--- src/hdl/ksle_pkg.sv ---
// ----------------------------------------------------------------------------
// ksle_pkg
// Shared types, scan codes and key tables for the scan-code line editor.
// ----------------------------------------------------------------------------
package ksle_pkg;

  // default line capacity
  localparam int LINE_CAPACITY = 256;

  // command flag on the input side
  localparam logic CMD_SCAN_CODE = 1'b0;
  localparam logic CMD_NEW_LINE  = 1'b1;

  // edit action on the output side
  localparam logic ACT_APPEND = 1'b0;
  localparam logic ACT_ERASE  = 1'b1;

  // set 1 scan codes with a special meaning
  localparam logic [7:0] SC_LSHIFT_MAKE  = 8'h2A;
  localparam logic [7:0] SC_RSHIFT_MAKE  = 8'h36;
  localparam logic [7:0] SC_LSHIFT_BREAK = 8'hAA;
  localparam logic [7:0] SC_RSHIFT_BREAK = 8'hB6;
  localparam logic [7:0] SC_CAPS_MAKE    = 8'h3A;

  // character codes
  localparam logic [7:0] CHAR_BACKSPACE = 8'h08;
  localparam logic [7:0] CHAR_FIRST     = 8'h20;
  localparam logic [7:0] CHAR_LAST      = 8'h7E;

  localparam int KEY_TABLE_SIZE = 64;

  // german layout, no modifier
  localparam logic [7:0] PLAIN_KEYS [KEY_TABLE_SIZE] = '{
    8'd0,   8'd27,  8'd49,  8'd50,  8'd51,  8'd52,  8'd53,  8'd54,
    8'd55,  8'd56,  8'd57,  8'd48,  8'd223, 8'd180, 8'd8,   8'd9,
    8'd113, 8'd119, 8'd101, 8'd114, 8'd116, 8'd122, 8'd117, 8'd105,
    8'd111, 8'd112, 8'd252, 8'd43,  8'd10,  8'd0,   8'd97,  8'd115,
    8'd100, 8'd102, 8'd103, 8'd104, 8'd106, 8'd107, 8'd108, 8'd246,
    8'd228, 8'd35,  8'd0,   8'd60,  8'd121, 8'd120, 8'd99,  8'd118,
    8'd98,  8'd110, 8'd109, 8'd44,  8'd46,  8'd45,  8'd0,   8'd42,
    8'd0,   8'd32,  8'd0,   8'd0,   8'd0,   8'd0,   8'd0,   8'd0
  };

  // german layout, shift or caps lock
  localparam logic [7:0] SHIFTED_KEYS [KEY_TABLE_SIZE] = '{
    8'd0,   8'd27,  8'd33,  8'd34,  8'd167, 8'd36,  8'd37,  8'd38,
    8'd47,  8'd40,  8'd41,  8'd61,  8'd63,  8'd96,  8'd8,   8'd9,
    8'd81,  8'd87,  8'd69,  8'd82,  8'd84,  8'd90,  8'd85,  8'd73,
    8'd79,  8'd80,  8'd220, 8'd42,  8'd10,  8'd0,   8'd65,  8'd83,
    8'd68,  8'd70,  8'd71,  8'd72,  8'd74,  8'd75,  8'd76,  8'd214,
    8'd196, 8'd39,  8'd0,   8'd62,  8'd89,  8'd88,  8'd67,  8'd86,
    8'd66,  8'd78,  8'd77,  8'd59,  8'd58,  8'd95,  8'd0,   8'd42,
    8'd0,   8'd32,  8'd0,   8'd0,   8'd0,   8'd0,   8'd0,   8'd0
  };

  // classification of one make code
  typedef struct packed {
    logic [7:0] ch;
    logic       backspace;
    logic       printable;
  } key_info_t;

endpackage

--- src/hdl/keyboard_scancode_line_editor.sv ---
// ----------------------------------------------------------------------------
// keyboard_scancode_line_editor
// Set 1 scan codes in, line edits (append or erase at a position) out.
// ----------------------------------------------------------------------------
//
//  channel  | dir | handshake               | payload
//  ---------+-----+-------------------------+------------------------------------
//  s_axis   | in  | s_axis_tvalid/tready    | tdata: scan_code, tuser: command
//  m_axis   | out | m_axis_tvalid/tready    | tdata: typed_char, line_index,
//           |     |                         | tuser: edit_action
//
//  one transfer per cycle in both directions unless the output stalls; a scan code
//  reaches the output through the input register, then the result register
//  rst clears shift, caps, the line position and both valid flags
//  a stalled output holds its result; the input register keeps taking
//  transfers as long as its item can move on in the same cycle
//  codes that cause no result still pass through the input register
//
module keyboard_scancode_line_editor #(
  parameter int LINE_CAPACITY = ksle_pkg::LINE_CAPACITY
) (
  input  logic        clk,
  input  logic        rst,

  input  logic        s_axis_tvalid,
  output logic        s_axis_tready,
  input  logic [7:0]  s_axis_tdata,   // [7:0] scan_code
  input  logic        s_axis_tuser,   // [0] command

  output logic        m_axis_tvalid,
  input  logic        m_axis_tready,
  output logic [15:0] m_axis_tdata,   // [7:0] typed_char, [15:8] line_index
  output logic        m_axis_tuser    // [0] edit_action
);

  // position at which appends stop, capped by the 8-bit position
  localparam int LINE_LIMIT_INT = (LINE_CAPACITY - 1 > 255) ? 255 : LINE_CAPACITY - 1;
  localparam logic [7:0] LINE_LIMIT = 8'(LINE_LIMIT_INT);

  // input register
  logic       in_valid;
  logic       in_command;
  logic [7:0] in_code;

  // editor state
  logic       shift_held;
  logic       caps_on;
  logic [7:0] line_position;

  // result register
  logic       out_valid;
  logic       out_action;
  logic [7:0] out_char;
  logic [7:0] out_index;

  // decode results
  ksle_pkg::key_info_t key_info;
  logic       advance;
  logic       emit;
  logic       emit_action;
  logic [7:0] emit_char;
  logic [7:0] emit_index;
  logic       shift_held_next;
  logic       caps_on_next;
  logic [7:0] line_position_next;

  ksle_keymap u_keymap (
    .shifted (shift_held | caps_on),
    .code    (in_code[6:0]),
    .info    (key_info)
  );

  // the held item moves on when the result register is free or drains
  assign advance       = in_valid && (!out_valid || m_axis_tready);
  assign s_axis_tready = !in_valid || advance;

  // state update and result for the held item
  always_comb begin
    shift_held_next    = shift_held;
    caps_on_next       = caps_on;
    line_position_next = line_position;
    emit               = 1'b0;
    emit_action        = ksle_pkg::ACT_APPEND;
    emit_char          = key_info.ch;
    emit_index         = line_position;
    priority if (in_command == ksle_pkg::CMD_NEW_LINE) begin
      line_position_next = 8'd0;
    end else if (in_code == ksle_pkg::SC_LSHIFT_MAKE
              || in_code == ksle_pkg::SC_RSHIFT_MAKE) begin
      shift_held_next = 1'b1;
    end else if (in_code == ksle_pkg::SC_LSHIFT_BREAK
              || in_code == ksle_pkg::SC_RSHIFT_BREAK) begin
      shift_held_next = 1'b0;
    end else if (in_code == ksle_pkg::SC_CAPS_MAKE) begin
      caps_on_next = !caps_on;
    end else if (in_code[7]) begin
      // other break codes
    end else if (key_info.backspace) begin
      if (line_position != 8'd0) begin
        line_position_next = line_position - 8'd1;
        emit               = 1'b1;
        emit_action        = ksle_pkg::ACT_ERASE;
        emit_char          = 8'd0;
        emit_index         = line_position - 8'd1;
      end
    end else if (key_info.printable) begin
      if (line_position < LINE_LIMIT) begin
        line_position_next = line_position + 8'd1;
        emit               = 1'b1;
      end
    end
  end

  // input register
  always_ff @(posedge clk) begin
    if (rst) begin
      in_valid <= 1'b0;
    end else if (s_axis_tvalid && s_axis_tready) begin
      in_valid <= 1'b1;
    end else if (advance) begin
      in_valid <= 1'b0;
    end
    if (s_axis_tvalid && s_axis_tready) begin
      in_command <= s_axis_tuser;
      in_code    <= s_axis_tdata;
    end
  end

  // editor state
  always_ff @(posedge clk) begin
    if (rst) begin
      shift_held    <= 1'b0;
      caps_on       <= 1'b0;
      line_position <= 8'd0;
    end else if (advance) begin
      shift_held    <= shift_held_next;
      caps_on       <= caps_on_next;
      line_position <= line_position_next;
    end
  end

  // result register
  always_ff @(posedge clk) begin
    if (rst) begin
      out_valid <= 1'b0;
    end else if (advance && emit) begin
      out_valid <= 1'b1;
    end else if (m_axis_tready) begin
      out_valid <= 1'b0;
    end
    if (advance && emit) begin
      out_action <= emit_action;
      out_char   <= emit_char;
      out_index  <= emit_index;
    end
  end

  assign m_axis_tvalid = out_valid;
  assign m_axis_tdata  = {out_index, out_char};
  assign m_axis_tuser  = out_action;

  // the position never passes the append limit
  a_position_bound: assert property (@(posedge clk) disable iff (rst)
    line_position <= LINE_LIMIT)
    else $error("line position past the append limit");

  // an erase carries no character
  a_erase_zero: assert property (@(posedge clk) disable iff (rst)
    (m_axis_tvalid && m_axis_tuser == ksle_pkg::ACT_ERASE)
      |-> (m_axis_tdata[7:0] == 8'd0))
    else $error("erase result with a nonzero character");

  // an appended character is printable
  a_append_printable: assert property (@(posedge clk) disable iff (rst)
    (m_axis_tvalid && m_axis_tuser == ksle_pkg::ACT_APPEND)
      |-> (m_axis_tdata[7:0] >= ksle_pkg::CHAR_FIRST
           && m_axis_tdata[7:0] <= ksle_pkg::CHAR_LAST))
    else $error("appended character outside the printable range");

  // an append steps the position forward by one and reports the old position
  a_append_step: assert property (@(posedge clk) disable iff (rst)
    (advance && emit && emit_action == ksle_pkg::ACT_APPEND)
      |=> (line_position == $past(line_position) + 8'd1
           && m_axis_tdata[15:8] == $past(line_position)))
    else $error("append did not advance the line position");

  // an erase reports the new position
  a_erase_step: assert property (@(posedge clk) disable iff (rst)
    (advance && emit && emit_action == ksle_pkg::ACT_ERASE)
      |=> (m_axis_tdata[15:8] == line_position))
    else $error("erase index differs from the new line position");

endmodule

--- src/hdl/ksle_keymap.sv ---
// ----------------------------------------------------------------------------
// ksle_keymap
// Maps a make code through the plain or shifted table and classifies it.
// ----------------------------------------------------------------------------
module ksle_keymap (
  input  logic                  shifted,
  input  logic [6:0]            code,
  output ksle_pkg::key_info_t   info
);

  logic [7:0] ch;

  // table lookup, codes past the table map to nothing
  always_comb begin
    if (code[6]) begin
      ch = 8'd0;
    end else if (shifted) begin
      ch = ksle_pkg::SHIFTED_KEYS[code[5:0]];
    end else begin
      ch = ksle_pkg::PLAIN_KEYS[code[5:0]];
    end
  end

  // classify the character
  assign info.ch        = ch;
  assign info.backspace = (ch == ksle_pkg::CHAR_BACKSPACE);
  assign info.printable = (ch >= ksle_pkg::CHAR_FIRST) && (ch <= ksle_pkg::CHAR_LAST);

endmodule
--- config.mk ---
export PLATFORM = sky130hd
export DESIGN_NAME = keyboard_scancode_line_editor
export DESIGN_NICKNAME = d
export VERILOG_FILES = /design/src/hdl/ksle_pkg.sv /design/src/hdl/keyboard_scancode_line_editor.sv /design/src/hdl/ksle_keymap.sv
export SDC_FILE = /design/constraint.sdc
export NUM_CORES = 1
export LEC_CHECK = 0
export BUFFER_PORTS_ARGS = -buffer_cell sky130_fd_sc_hd__buf_2
export CAP_MARGIN = 10
export CORE_UTILIZATION = 45
export CTS_CLUSTER_DIAMETER = 50
export CTS_CLUSTER_SIZE = 28
export DETAILED_ROUTE_END_ITERATION = 6
export GPL_TIMING_DRIVEN = 1
export HOLD_SLACK_MARGIN = 0.12
export SLEW_MARGIN = 20
export SYNTH_ARGS = -nofsm -noshare
export SYNTH_HDL_FRONTEND = slang
export SYNTH_SLANG_ARGS = --single-unit
export TNS_END_PERCENT = 50
--- constraint.sdc ---
create_clock -name clk -period 6.21 [get_ports clk]
set_clock_uncertainty 0.05 [all_clocks]
set_input_delay 1.5525 -clock clk [delete_from_list [all_inputs] [get_ports clk]]
set_output_delay 1.5525 -clock clk [all_outputs]
set_load 0.005 [all_outputs]
==> results.py, run 1 <==
metrics = {
    "logic_synthesis": {
        "synth_edf_count": 26,
        "synth_cell_types": 69,
        "ys_seq_area_frac": 0.322,
        "yosys-top-cells-area": "edfxtp_1, dfxtp_1, nor2_1",
        "avgSynthCellArea_um2": 8.58,
        "syn_nets": 392,
        "ys_seq_elements": 38,
        "ys_top_cells_by_count": "nor2_1, edfxtp_1, a21oi_1, inv_1, o21ai_0",
        "ys_warn_count": 0,
        "yosysMostFrequentCell": "nor2_1",
        "synth_top_area_share": 0.247,
        "async_reset_ff_frac": 0,
        "synth_top_area_cell": "edfxtp_1",
        "synthFlopType": "edfxtp_1",
        "syn_inst": 369,
        "synth_area_um2": 3170,
    },
    "timing": {
        "max_slew.worst_pin.slew_ns": 0.926,
        "fin_crit_sh": 0.697,
        "relSlewSlack": 0.380,
        "fmax_mhz": 231,
        "setup_violations": 0,
        "rsz0062_at_grt": "false",
        "fin_crit_ns": 4.33,
        "hold_viol": 0,
        "maxSlewViolCount": 0,
        "tns_ns": 0,
    },
    "clocking": {
        "clk_latency_ns": 0.28,
        "clk_path_buf_depth": 2,
        "clk_pin_slew_worst_paths_ns": 0.08,
        "cts_resized": 0,
        "cts_hold_buf": 0,
        "cts_setup_buffers": 0,
        "cts_sinks": 38,
        "cts-root-buf": "clkbuf_8",
        "cts_tree": "yes",
        "htreeDepth": 2,
        "cts_made_buffers": 5,
    },
    "final_layout": {
        "fin_area_um2": 3370,
        "multi_input_area_um2": 1880,
        "final_layout_size_suffix_gt1_frac": 0.157,
        "ff_latch_area_um2": 1020,
        "finalNetCount": 405,
        "final_util": 0.497,
        "insertedDiodeCount": 0,
        "syn2layout_area_growth_pct": 6.52,
        "nFillCells": 645,
    },
    "power_and_ir_drop": {
        "power_density_nw_per_um2": 173,
        "ir_worst_vdd_uv": 111,
        "p_leak_uw": 0.00124,
    },
    "job": {
        "maxCapViolCount": 0,
    },
    "global_route": {
        "overflow": 0,
        "grt_pass1_wl_um": 13300,
        "grt_max_degree": 46,
        "grt_usage": 0.230,
        "grt_pass1_vias": 2594,
        "grt_antenna_before_repair": 0,
    },
    "critical_path": {
        "start_kind": "flip-flop",
        "cpPeakStageDelay_ns": 0.77,
        "worst_ep_required_time_ns": 6.35,
        "cp-end-kind": "flip-flop",
        "worst-endpoint-arrival_ns": 4.47,
        "critPathSlowestCell": "nor4_4",
        "path_cells": "inv_1 > ha_1 > nor2b_1 > nor4_1 > a2111oi_2 > a211oi_2 > nor2_2 > nor4_4 > a21oi_2 > or3_1 > o32ai_1",
        "rr_worst_depth": 11,
        "cp_max_fo": 16,
        "crit_type": "reg -> reg",
    },
    "placed_design": {
        "dp_hpwl_um": 5920,
        "placed_area_um2": 3280,
        "portBuffers": 31,
        "finalWeightedCongestion": 0.953,
    },
    "floorplan": {
        "core_area_um2": 6790,
        "initial_core_util": 0.466,
        "ioPinCount": 32,
        "fp.dieW_um": 85.9,
        "die-height_um": 85.9,
        "core.rowCount": 30,
        "die_area_um2": 7380,
    },
    "worst_hold_path": {
        "min_path_cells": 2,
        "hold_path_class": "reg -> reg",
    },
    "outcome": {
        "outcome": "finished, final reports clean",
    },
    "detailed_routing": {
        "drtIter0Drc": 341,
        "drc": 0,
        "postRouteAntennaNets": 0,
        "viasPerCell": 6.23,
        "routedWlPerCell_um": 17.1,
        "vias": 2986,
        "dr.pass1.iters": 5,
        "finalWirelength_um": 8190,
    },
}
==> kinds of logic after synthesis <==
group                      count (synthesis)  synth area share
and+or+nand+nor                          140             0.239
AOI/OAI and AO/OA                        118             0.272
buffers and inverters                     50            0.0853
DFF                                       38             0.322
muxes                                     10            0.0328
adders and majority gates                 10            0.0395
xor gates and xnor gates                   3           0.00830
==> where the power goes <==
| group | total [uW] | internal (uW) | leakage (uW) | switching (uW) |
|---|---|---|---|---|
| combinational | 120 | 44.1 | 0.000849 | 75.7 |
| clock | 175 | 89.7 | 0.0000482 | 85.5 |
| sequential | 287 | 276 | 0.000341 | 10.6 |
==> cell type report <==
type | count | area share
repair buffers | 34 | 0.0527
clock inverters | 1 | 0.00148
multi-input cells | 281 | 0.557
clock buffers | 7 | 0.0256
flip-flops and latches | 38 | 0.303
well taps | 96 | 0.0356
inverters | 22 | 0.0245
==> layer usage <==
| metal | vias up | GRT usage | routed length, um |
|---|---|---|---|
| met5 | - | 0 | 0 |
| met4 | 0 | 0.0833 | 212 |
| met3 | 20 | 0.0472 | 755 |
| met2 | 178 | 0.325 | 3450 |
| met1 | 1363 | 0.343 | 3770 |
| li1 | 1425 | - | - |
==> flip-flops by register name, indices dropped and copies added, names as in the netlist <==
name and count:
in_valid 1, m_axis_tvalid 1, in_code 8, shift_held 1, caps_on 1, in_command 1, line_position 8, m_axis_tuser 1
out_index 8, out_char 8
==> stage by stage <==
| step | std cells | total power (uW) | setup slack [ns] | hold slack [ns] |
|---|---|---|---|---|
| 2_1_floorplan | 369 | 385 | 1.85 | 0.435 |
| 3_3_place_gp | 471 | 411 | 2.10 | 0.468 |
| 3_5_place_dp | 471 | 409 | 1.94 | 0.477 |
| 4_1_cts | 479 | 583 | 1.93 | 0.487 |
| 5_1_grt | 479 | 610 | 1.53 | 0.544 |
| 6_report | 479 | 582 | 1.88 | 0.488 |
==> critical path, delay by kind of cell, from the launching register on <==
family                   cells  cell delay (ns)
flip-flops                   1             0.65
adder cells (fa/ha/maj)      1             0.52
AND/OR/NAND/NOR              5             1.87
AO/OA/AOI/OAI                4             0.92
buffers and inverters        1             0.21
==> final timing paths <==
check                          start                       endpoint  slack [ns]
max reg2reg     in_code[1]$_DFFE_PP_  line_position[4]$_SDFFE_PP0P_        1.88
max             in_code[1]$_DFFE_PP_  line_position[4]$_SDFFE_PP0P_        1.88
min          shift_held$_SDFFE_PP0P_        shift_held$_SDFFE_PP0P_        0.49
min reg2reg  shift_held$_SDFFE_PP0P_        shift_held$_SDFFE_PP0P_        0.49
==> layout by cell type (no fill, tap or decap), types with 3 or more instances in the layout <==
cell type / Yosys / routed
and2_1: 4 / 4
inv_1: 22 / 22
nand3_1: 17 / 17
nand4_1: 3 / 3
buf_2: 12 / 31
o211ai_1: 7 / 7
mux2i_1: 7 / 7
nor4_1: 5 / 5
a41o_1: 3 / 3
a21oi_1: 25 / 25
nand2b_1: 14 / 14
nor3_1: 12 / 11
nor2b_1: 10 / 10
buf_4: 2 / 3
o22ai_1: 5 / 5
or3_1: 4 / 4
mux2_2: 3 / 3
clkbuf_8: 0 / 6
o31ai_1: 4 / 4
dfxtp_1: 12 / 12
edfxtp_1: 26 / 26
a2111oi_0: 3 / 3
nor2_1: 35 / 35
nand2_1: 20 / 20
a221o_1: 4 / 4
o32ai_1: 5 / 5
ha_1: 10 / 10
a311oi_1: 5 / 5
a31oi_1: 5 / 5
xnor2_1: 3 / 3
o21ai_0: 21 / 21
Power figures use the tool's default switching activity.
==> run 2: changes to the inputs <==
==> constraint.sdc (replaced) <==
create_clock -name clk -period 4 [get_ports clk]
set_clock_uncertainty 0.05 [all_clocks]
set_input_delay 1 -clock clk [delete_from_list [all_inputs] [get_ports clk]]
set_output_delay 1 -clock clk [all_outputs]
set_load 0.005 [all_outputs]
==> run 2 against run 1 <==
Effect of this change: non-clock buffer count grew 14; largest cell class unchanged; sequential power grew 54%; cell count grew 2.9%; flip-flop and latch count is the same; combinational power grew 71%; register-to-register slack lost 1.3 ns; utilization grew 1.9 points; critical endpoint is now line_position[2]$_SDFFE_PP0P_.
==> results.py, run 2 (synthesis results as in run 1) <==
metrics = {
    "global_route": {
        "grt_max_degree": 46,
        "grt_pass1_wl_um": 13900,
        "grt_pass1_vias": 2716,
        "grt_usage": 0.238,
        "grt_antenna_before_repair": 0,
        "overflow": 0,
    },
    "final_layout": {
        "final_layout_size_suffix_gt1_frac": 0.186,
        "finalNetCount": 419,
        "final_util": 0.516,
        "final_cell_mix": "nor2_1, buf_2, edfxtp_1",
        "layout_commonest_cell": "nor2_1",
        "syn2layout_area_growth_pct": 10.6,
        "insertedDiodeCount": 0,
    },
    "timing": {
        "relSlewSlack": 0.399,
        "maxSlewViolCount": 0,
        "max_slew.worst_pin.slew_ns": 0.894,
        "setup_violations": 0,
        "fin_crit_ns": 3.45,
        "layout_setup_ws_ns": 0.545,
        "hold_viol": 0,
        "rsz0062_at_grt": "false",
        "fin_crit_sh": 0.864,
        "fmax_mhz": 289,
        "worst_hold_slack_ns": 0.513,
        "tns_ns": 0,
    },
    "detailed_routing": {
        "dr.pass1.iters": 6,
        "viasPerCell": 6.20,
        "vias": 3055,
        "drtIter0Drc": 380,
        "postRouteAntennaNets": 0,
        "routedWlPerCell_um": 17.3,
        "finalWirelength_um": 8510,
        "drc": 0,
    },
    "floorplan": {
        "core_area_um2": 6790,
        "die-height_um": 85.9,
        "initial_core_util": 0.466,
        "core.rowCount": 30,
        "fp.dieW_um": 85.9,
        "die_area_um2": 7380,
        "ioPinCount": 32,
    },
    "clocking": {
        "htreeDepth": 2,
        "cts_resized": 0,
        "clk_path_buf_depth": 2,
        "cts_tree": "yes",
        "cts_setup_buffers": 0,
        "clk_pin_slew_worst_paths_ns": 0.08,
        "cts_hold_buf": 0,
        "cts-root-buf": "clkbuf_8",
        "clk_latency_ns": 0.29,
        "cts_made_buffers": 5,
        "cts_sinks": 38,
    },
    "power_and_ir_drop": {
        "ir_worst_vdd_uv": 193,
        "power_density_nw_per_um2": 261,
        "p_leak_uw": 0.00131,
        "finalPower_uw": 916,
    },
    "critical_path": {
        "cp-startpoint": "in_code[4]$_DFFE_PP_",
        "r2r_start": "in_code[4]$_DFFE_PP_",
        "cp_max_fo": 19,
        "crit_type": "reg -> reg",
        "start_kind": "flip-flop",
        "cp-end-kind": "flip-flop",
        "worst-r2r-setup-slack_ns": 0.55,
        "worst-endpoint-arrival_ns": 3.60,
        "worst_ep_required_time_ns": 4.14,
    },
    "placed_design": {
        "dp_hpwl_um": 6330,
        "dpl_worst_slack_ns": 0.533,
        "portBuffers": 31,
        "finalWeightedCongestion": 1.05,
    },
    "worst_hold_path": {
        "hold_path_class": "reg -> reg",
        "hp-start": "shift_held$_SDFFE_PP0P_",
    },
    "job": {
        "maxCapViolCount": 0,
    },
    "outcome": {
        "outcome": "finished, final reports clean",
    },
}
[run 2: final timing paths]
kind | end | depth (start not counted)
min reg2reg | shift_held$_SDFFE_PP0P_ | 2
max | line_position[2]$_SDFFE_PP0P_ | 9
max reg2reg | line_position[2]$_SDFFE_PP0P_ | 9
min | shift_held$_SDFFE_PP0P_ | 2
[run 2: stage by stage]
step / instances / instance area (um^2)
6_report: 493 / 3500
5_1_grt: 493 / 3500
4_1_cts: 493 / 3500
3_5_place_dp: 485 / 3410
3_3_place_gp: 485 / 3410
2_1_floorplan: 369 / 3170
[run 2: final cells by class]
| type | instances | area [um^2] |
|---|---|---|
| clock inverters | 1 | 5.00 |
| well taps | 96 | 120 |
| inverters | 22 | 82.6 |
| repair buffers | 48 | 308 |
| clock buffers | 7 | 86.3 |
| multi-input cells | 281 | 1880 |
| flip-flops and latches | 38 | 1020 |
| fillers | 634 | 3290 |
[run 2: report_power, final]
| part | total [uW] | leakage [uW] | switching [uW] | internal [uW] |
|---|---|---|---|---|
| sequential | 441 | 0.000341 | 12.2 | 429 |
| clock | 269 | 0.0000482 | 130 | 139 |
| combinational | 205 | 0.000924 | 125 | 80.1 |
[run 2: routing by layer]
layer / track usage / share of wire / up-vias
met5: 0 / 0 / -
met4: 0.0758 / 0.027 / 0
met3: 0.0549 / 0.081 / 21
met2: 0.338 / 0.41 / 165
met1: 0.356 / 0.48 / 1420
li1: - / - / 1449
[run 2: worst max-delay path, stage by stage (launching register included)]
cell	delay (ns)
edfxtp_1	0.73
inv_1	0.37
o311ai_1	0.35
a221o_1	0.18
o21ai_0	0.07
a21o_1	0.25
nor4_4	0.39
a21oi_2	0.17
or3_1	0.48
o32ai_1	0.32
==> run 3: changes to the inputs <==
--- a/config.mk
+++ b/config.mk
@@ -16,5 +16,6 @@
 export SLEW_MARGIN = 20
 export SYNTH_ARGS = -nofsm -noshare
 export SYNTH_HDL_FRONTEND = slang
+export SYNTH_HIERARCHICAL = 1
 export SYNTH_SLANG_ARGS = --single-unit
 export TNS_END_PERCENT = 50
==> run 3 against run 2 <==
Effect of this change: combinational power up 8%; maximum frequency down 9.5%; sequential power about the same; cell count up 2.0%; global-route usage down 0.21 points; sequential share of layout area down 1.4 points; clock power about the same; via count down 0.69%; area after synthesis up 1.2%.
==> results.py, run 3 <==
metrics = {
    "outcome": {
        "outcome": "finished, final reports clean",
    },
    "logic_synthesis": {
        "yosys-top-cells-area": "edfxtp_1, dfxtp_1, nor2b_1",
        "syn_inst": 374,
        "synth_area_um2": 3200,
        "synthAdderAreaFrac": 0.0390,
        "synth_top_family_by_area": "simple AND/OR/NAND/NOR gates",
        "ys_top_cells_by_count": "nand2_1, nor2_1, edfxtp_1, nor2b_1, a21oi_1",
        "ys_seq_elements": 38,
        "ys_warn_count": 6,
        "yosysMostFrequentCell": "nand2_1",
        "async_reset_ff_frac": 0,
        "ys_seq_area_frac": 0.319,
        "synthMuxAreaShare": 0.0387,
        "synthXorXnorAreaFrac": 0.0109,
        "synth_top_area_cell": "edfxtp_1",
        "syn_nets": 397,
        "avgSynthCellArea_um2": 8.57,
        "synth_edf_count": 26,
        "synth_cell_types": 80,
        "synth_simple_gate_area_frac": 0.261,
        "synth-compound-area-share": 0.255,
        "synth_top_area_share": 0.244,
        "synthFlopType": "edfxtp_1",
    },
    "floorplan": {
        "fp.dieW_um": 86.4,
        "initial_core_util": 0.469,
        "ioPinCount": 32,
        "die_area_um2": 7460,
        "core_area_um2": 6830,
        "core.rowCount": 30,
        "die-height_um": 86.4,
    },
    "critical_path": {
        "critPathBufInv": 4,
        "worst-endpoint-arrival_ns": 3.76,
        "cp_max_fo": 18,
        "path_delay_family": "simple AND/OR/NAND/NOR gates",
        "start_kind": "flip-flop",
        "crit_type": "reg -> reg",
        "cp-end-kind": "flip-flop",
        "critPathMostFrequentCell": "buf_4",
        "critPathSlowestCell": "or4_4",
        "path_cells": "buf_4 > buf_4 > ha_1 > nor2_1 > a32oi_1 > o221ai_2 > a31oi_4 > nor2_2 > or4_4 > nor4_4 > buf_4 > nor2_4 > a2111o_1 > nor3_4 > buf_12",
        "worst_ep_required_time_ns": 3.94,
        "cpPeakStageDelay_ns": 0.50,
    },
    "power_and_ir_drop": {
        "p_leak_uw": 0.00140,
        "ir_worst_vdd_uv": 183,
        "power_density_nw_per_um2": 253,
    },
    "final_layout": {
        "final_cell_mix": "buf_2, nand2_1, nor2_1",
        "final_layout_size_suffix_gt1_frac": 0.229,
        "layout_commonest_cell": "buf_2",
        "insertedDiodeCount": 0,
        "syn2layout_area_growth_pct": 15.0,
        "finalNetCount": 429,
        "final-instance-count-excl-fill": 503,
    },
    "clocking": {
        "cts-root-buf": "clkbuf_8",
        "htreeDepth": 2,
        "cts_sinks": 38,
        "clk_pin_slew_worst_paths_ns": 0.07,
        "cts_hold_buf": 0,
        "clk_latency_ns": 0.29,
        "cts_made_buffers": 5,
        "cts_tree": "yes",
        "clk_path_buf_depth": 2,
    },
    "detailed_routing": {
        "finalWirelength_um": 8420,
        "vias": 3034,
        "viasPerCell": 6.03,
        "routedWlPerCell_um": 16.7,
        "postRouteAntennaNets": 0,
        "drc": 0,
        "drtIter0Drc": 350,
        "dr.pass1.iters": 5,
    },
    "timing": {
        "fin_crit_sh": 0.955,
        "maxSlewViolCount": 0,
        "relSlewSlack": 0.576,
        "fmax_mhz": 262,
        "max_slew.worst_pin.slew_ns": 0.620,
        "tns_ns": 0,
        "fin_crit_ns": 3.82,
        "hold_viol": 0,
        "setup_violations": 0,
    },
    "global_route": {
        "overflow": 0,
        "grt_antenna_before_repair": 0,
        "grt_pass1_vias": 2712,
        "grt_max_degree": 44,
        "grt_pass1_wl_um": 13900,
        "grt_usage": 0.236,
    },
    "job": {
        "maxCapViolCount": 0,
    },
    "worst_hold_path": {
        "hold_path_class": "reg -> reg",
    },
    "placed_design": {
        "place_inst": 490,
        "portBuffers": 31,
        "finalWeightedCongestion": 0.929,
        "dp_hpwl_um": 6100,
    },
}
run 3: changes by cell type after synthesis, moves of 4 or more:
cell	change
inv_1	-4
o211ai_1	-4
nand3_1	-6
o21ai_0	-6
nand2_1	+10
nor2b_1	+14
a31oi_1	+4
nand2b_1	-8
o32ai_1	-5
nor2_1	-6
run 3: metrics by stage:
step / setup slack (ns) / utilization / hold WS [ns] / area [um^2] / total power (uW)
finish: 0.181 / 0.539 / 0.460 / 3680 / 933
global route: -0.000896 / 0.539 / 0.485 / 3680 / 982
floorplan: -0.131 / - / 0.405 / 3260 / 604
CTS: 0.0809 / 0.529 / 0.467 / 3610 / 928
global placement: 0.0887 / 0.515 / 0.429 / 3520 / 662
detailed placement: 0.0993 / 0.515 / 0.450 / 3520 / 660
run 3: final cells by class:
type | count | area, um^2
clock inverters | 2 | 11.3
flip-flops and latches | 38 | 1020
inverters | 19 | 73.8
clock buffers | 6 | 82.6
repair buffers | 54 | 369
fillers | 635 | 3150
well taps | 96 | 120
multi-input cells | 288 | 2010
run 3: final timing paths:
kind,endpoint,start,cells past startpoint,slack [ns]
min reg2reg,shift_held$_SDFFE_PP0P_,shift_held$_SDFFE_PP0P_,2,0.46
min,shift_held$_SDFFE_PP0P_,shift_held$_SDFFE_PP0P_,2,0.46
max reg2reg,out_char[5]$_DFFE_PP_,in_code[1]$_DFFE_PP_,15,0.18
max,out_char[5]$_DFFE_PP_,in_code[1]$_DFFE_PP_,15,0.18
run 3: where the power goes:
group / internal, uW / switching [uW]
clock network: 139 / 130
logic: 93.2 / 129
registers: 429 / 12.5
run 3: per-layer routing:
metal	GRT usage	vias to the layer above	part of all wire
met5	0	-	0
met4	0.0621	0	0.019
met3	0.0457	19	0.065
met2	0.338	141	0.42
met1	0.360	1402	0.49
li1	-	1472	-
run 3: cells by family (layout without fill, tap and decap cells):
| group | count (synthesis) | in the layout |
|---|---|---|
| AO/OA/AOI/OAI | 110 | 110 |
| XOR/XNOR | 4 | 4 |
| adder cells (fa/ha/maj) | 10 | 10 |
| buffers and inverters | 48 | 81 |
| flip-flops | 38 | 38 |
| multiplexers | 12 | 12 |
| AND/OR/NAND/NOR | 152 | 152 |
run 3: what timing repair did:
item                       4_1_cts  5_1_grt
hold endpoints to repair         0        0
resized for setup                0        7
buffers inserted                 0        5
setup endpoints to repair        0       25
run 3: worst reg2reg max path, delay by kind of cell, from the launching register on:
kind	cells	cell delay [ns]
AOI/OAI and AO/OA	4	1.02
adders and majority gates	1	0.31
buffers and inverters	4	0.65
DFF	1	0.46
and+or+nand+nor	6	1.05
